### config.mk
export PLATFORM = sky130hd
export DESIGN_NAME = qrs_sqrt
export DESIGN_NICKNAME = d
export VERILOG_FILES = /design/src/design/qrs_pkg.sv /design/src/design/qrs_sqrt.sv
export SDC_FILE = /design/constraint.sdc
export NUM_CORES = 2
export LEC_CHECK = 0
export BUFFER_PORTS_ARGS = -buffer_cell sky130_fd_sc_hd__clkbuf_2
export CORE_UTILIZATION = 60
export DETAILED_ROUTE_END_ITERATION = 7
export PLACE_DENSITY = 0.77
export SLEW_MARGIN = 30
export SYNTH_ARGS = -nofsm -noshare
export SYNTH_HDL_FRONTEND = slang
export SYNTH_SLANG_ARGS = --single-unit
### constraint.sdc
create_clock -name clk -period 3.49 [get_ports clk]
set_input_delay 0.349 -clock clk [delete_from_list [all_inputs] [get_ports clk]]
set_output_delay 0.349 -clock clk [all_outputs]
set_load 0.01 [all_outputs]
### src/design/qrs_pkg.sv
// ============================================================================
// qrs_pkg: shared types and constants of the quadratic root solver
// Root status codes, fixed output widths and the width helper.
// ============================================================================
package qrs_pkg;

    localparam int COEF_WIDTH_DEF = 16;
    localparam int DISC_W         = 34;
    localparam int ROOT_W         = 32;
    localparam int ROOT_FRAC      = 16;
    localparam int COEF_FRAC      = 8;

    typedef enum logic [1:0] {
        ST_TWO_ROOTS  = 2'd0,
        ST_ONE_ROOT   = 2'd1,
        ST_NO_ROOTS   = 2'd2,
        ST_DEGENERATE = 2'd3
    } status_t;

    // Extra fraction bits of the square root beyond the coefficient fraction.
    function automatic int sqrt_extra(input int cw);
        int e;
        e = (62 - 2 * cw - 2) / 2;
        return (e > 8) ? 8 : e;
    endfunction

endpackage

### src/design/qrs_sqrt.sv
// ============================================================================
// qrs_sqrt: pipelined floor square root
// One root bit per stage; a side word travels along with each operand.
// ============================================================================
module qrs_sqrt
    import qrs_pkg::*;
#(
    parameter int XW  = 50,
    parameter int SBW = 8
) (
    input  logic              clk,
    input  logic              rst_n,
    input  logic              en,
    input  logic              in_vld,
    input  logic [XW-1:0]     in_x,
    input  logic [SBW-1:0]    in_side,
    output logic              out_vld,
    output logic [XW/2-1:0]   out_root,
    output logic [SBW-1:0]    out_side
);
    localparam int SW = XW / 2;

    logic [XW-1:0]  x_s    [SW+1];
    logic [SW-1:0]  rem_s  [SW+1];
    logic [SW-1:0]  root_s [SW+1];
    logic [SBW-1:0] side_s [SW+1];
    logic           vld_s  [SW+1];

    assign x_s[0]    = in_x;
    assign rem_s[0]  = '0;
    assign root_s[0] = '0;
    assign side_s[0] = in_side;
    assign vld_s[0]  = in_vld;

    for (genvar i = 0; i < SW; i++) begin : g_stage
        logic [SW+1:0]  rem_sh;
        logic [SW+1:0]  trial;
        logic           take;
        logic [SW+1:0]  rem_next;
        logic [XW-1:0]  x_reg;
        logic [SW-1:0]  rem_reg;
        logic [SW-1:0]  root_reg;
        logic [SBW-1:0] side_reg;
        logic           vld_reg;

        assign rem_sh   = {rem_s[i], x_s[i][XW-1:XW-2]};
        assign trial    = {root_s[i], 2'b01};
        assign take     = (rem_sh >= trial);
        assign rem_next = take ? (rem_sh - trial) : rem_sh;

        always_ff @(posedge clk or negedge rst_n)
        begin
            if (!rst_n)
            begin
                vld_reg <= 1'b0;
            end
            else if (en)
            begin
                vld_reg <= vld_s[i];
            end
        end

        always_ff @(posedge clk)
        begin
            if (en)
            begin
                x_reg    <= {x_s[i][XW-3:0], 2'b00};
                rem_reg  <= rem_next[SW-1:0];
                root_reg <= {root_s[i][SW-2:0], take};
                side_reg <= side_s[i];
            end
        end

        assign x_s[i+1]    = x_reg;
        assign rem_s[i+1]  = rem_reg;
        assign root_s[i+1] = root_reg;
        assign side_s[i+1] = side_reg;
        assign vld_s[i+1]  = vld_reg;
    end

    assign out_vld  = vld_s[SW];
    assign out_root = root_s[SW];
    assign out_side = side_s[SW];

endmodule

==> run metrics <==
total track usage a little over a fifth; #FFs+latches synth about 1700; CTS Buf Count between 150 and 200; Worst VDD drop 0.504 mV; first-pass GRT wire length 213000 um; combinational family with the most area after synthesis simple AND/OR/NAND/NOR gates; Synth Area per Inst between 10 and 15 um2; clk_skew 24.1 ps; sequential share of power between 40 and 50%; critical-path cell list ha_1 -> o21a_1 -> or4_1 -> a31oi_2 -> a21oi_1 -> o41a_1 -> a21oi_1 -> o311ai_2 -> buf_4 -> mux2_2; Pre-Repair DR Iteration Count 5; H-tree levels 4; R2R depth 10; post-DP HPWL 92700 um; share of layout cells above drive strength 1 10.1%; minimum hold slack between 100 and 150 ps; Relative slew margins a little under half; via count around 43000; Worst Path Arrival slightly below 4000 ps; DIE WIDTH ~360 um; Fmax between 200 and 300 MHz; CP Data Required Time between 4000 and 5000 ps; commonest non-fill, non-tap cell in the layout edfxtp_1; HP Class primary input to asynchronous set/reset pin; mux cell area share after synthesis under 10%; Sw Share 26.4%; drt drc 0; post-synth cell types 81; Internal Power around 40 mW; asr flop ratio synth around 1.5%; max-slew violations 0; LEAKAGE 32.8 nW; post-synthesis xor/xnor area fraction between 5 and 6%; critical path endpoint category flip-flop; Top delay family on crit path compound AO/OA/AOI/OAI gates; antenna-violating nets left 0; net switching power between 10 and 15 mW; Final Setup Violations 0; crit share post-route 96.4%; startpoint types flip-flop; placed cell count approximately 7300; Comb pwr share 18.2%; adder-cell share of the synthesized area 5.79%; outcome complete, no violations; top cell type's share of synthesized area between 60% and 70%; Die Y between 300 and 400 um; RSZ-0062 raised after global routing no; Clock transition at path regs about 60 ps; number of flops mapped to enable cells by yosys approximately 1700; Die ar. about 130000 um2; Layout fillers 8595; fin util 68.0%; Vias per Instance 5.61; post-synthesis compound-gate area fraction 8.47%; gate count after technology mapping between 5000 and 6000; final count of hold timing violations 0; P per Cell Area around 640 nW/um2; syn nets between 5000 and 6000; slowest CP cell o41a_1; CP max FO 25; most frequent CP cell a21oi_1; clk_lat worst skew around 800 ps; PortBufs 95; n_diodes 0; Nets roughly 6300; Critical R2R Capture g_stage[18].rem_reg[4]$_DFFE_PP_; Worst-Margin Slew about 800 ps; # rows 130; drt initial violations 3429; initial antenna violation count 0; Ports between 90 and 100; synthesized cell area between 70000 and 80000 um2; largest net degree at the start of global routing ~140; Synth Area in Simple Gates under 10%; # clock sinks about 1700; Root Buffer clkbuf_16; crit-path max cell delay 470 ps; Routed WL about 130000 um; final setup margin ~130 ps; Clock Power Share between 30% and 40%; leading area contributor after synthesis edfxtp_1; Synthesis Warnings 0; number of flip-flops under the largest register name 600; vias in the first global route roughly 42000; Crit Path Class flip-flop to flip-flop; pre-CTS WS 25.5 ps; most frequent cells in the layout edfxtp_1 (1693), inv_1 (445), ha_1 (351); flop-to-flop setup slack 130 ps; Main synth FF type edfxtp_1; fin cells roughly 7600; CTS max path bufs 3; Synth area leaders edfxtp_1 (67%), ha_1 (5.8%), xor2_1 (2.7%), xnor2_1 (2.6%), inv_1 (2.2%); CORE AREA between 100000 and 150000 um2; CTS tree done; sequential-to-total area share from yosys stat 67.9%; WL per Instance between 15 and 20 um; Starting Density 60.4%; Overflow after GRT 0; max-cap viol count 0; Min Clock Period, post-route between 3000 and 4000 ps; Syn-to-layout area delta 12.6%; RD Place Congestion 0.905; Buffers & Inverters on Critical Path 1; Critical R2R Launch g_stage[17].rem_reg[0]$_DFFE_PP_; setup_tns 0 ps
-- power by group through the flow --
stage	logic [mW]	registers, mW	clock network [mW]
final	9.96	27.3	17.5
after global routing	11.0	27.6	18.8
after CTS	9.88	27.3	18.0
after detailed placement	9.75	27.7	0
after global placement	9.54	27.7	0
after floorplan	7.27	27.1	0
-- how the worst max path moves through the flow --
stage	end	cells after the start	from	slack (ps)
6_report	g_stage[18].rem_reg[4]$_DFFE_PP_	10	g_stage[17].rem_reg[0]$_DFFE_PP_	130
2_1_floorplan	g_stage[18].rem_reg[11]$_DFFE_PP_	12	g_stage[17].rem_reg[0]$_DFFE_PP_	340
5_1_grt	g_stage[20].rem_reg[7]$_DFFE_PP_	12	g_stage[19].rem_reg[0]$_DFFE_PP_	1
4_1_cts	g_stage[22].rem_reg[24]$_DFFE_PP_	10	g_stage[21].rem_reg[0]$_DFFE_PP_	2
3_5_place_dp	g_stage[22].rem_reg[24]$_DFFE_PP_	10	g_stage[21].rem_reg[0]$_DFFE_PP_	30
3_3_place_gp	g_stage[22].rem_reg[24]$_DFFE_PP_	10	g_stage[21].rem_reg[0]$_DFFE_PP_	140
-- per-stage QoR --
step	area [um2]	total power [mW]
6_report	85300	54.8
5_1_grt	85300	57.4
4_1_cts	85300	55.2
3_5_place_dp	79200	37.5
3_3_place_gp	79200	37.2
2_1_floorplan	75800	34.4
-- layer usage --
metal	vias up	track usage [%]	routed length, um
met5	-	0	0
met4	0	7.42	3900
met3	253	3.94	7450
met2	1061	34.3	62800
met1	20400	28.4	58900
li1	21100	-	-
-- cell usage after synthesis (all sizes together), types with 12 or more instances --
cell type  count
inv          446
a21o         132
edfxtp      1693
o2111ai       12
nor4          65
or2           38
and3          33
nor2b         47
xor2         232
or3           45
clkbuf        86
a211oi        25
a31oi         23
xnor2        223
buf           13
nand2        332
o21a          70
and2          15
or4           33
nand3         70
nor2         312
o211ai        16
dfrtp         25
o31ai         39
o21ai        250
a2111oi       15
a21oi        332
nor3         136
mux2          86
nand4         59
o21bai        36
nand2b        61
ha           351
-- cell type report --
class	count	area [um2]	area share (%)
Sequential cell	1718	51500	60.3
Multi-Input combinational cell	3231	22400	26.2
Clock buffer	216	4450	5.21
Timing Repair Buffer	273	2340	2.74
Tap cell	1650	2060	2.42
Inverter	446	1670	1.96
Clock inverter	98	966	1.13
-- timing repair --
| item | in CTS | in global routing |
|---|---|---|
| resized for setup | 0 | 15 |
| setup buffers | 0 | 1 |
| endpoints found under the hold margin | 107 | 0 |
| setup endpoints to repair | 0 | 65 |
| hold buffers | 62 | 0 |
-- kinds of logic (layout without fill, tap and decap cells) --
| family | count (synthesis) | count (layout) |
|---|---|---|
| multiplexers | 95 | 95 |
| buffers and inverters | 545 | 1033 |
| flip-flops | 1718 | 1718 |
| adder cells (fa/ha/maj) | 351 | 351 |
| AO/OA/AOI/OAI | 1034 | 1034 |
| AND/OR/NAND/NOR | 1295 | 1295 |
| other | 1 | 1 |
| XOR/XNOR | 455 | 455 |
(Power assumes the default switching activity.)
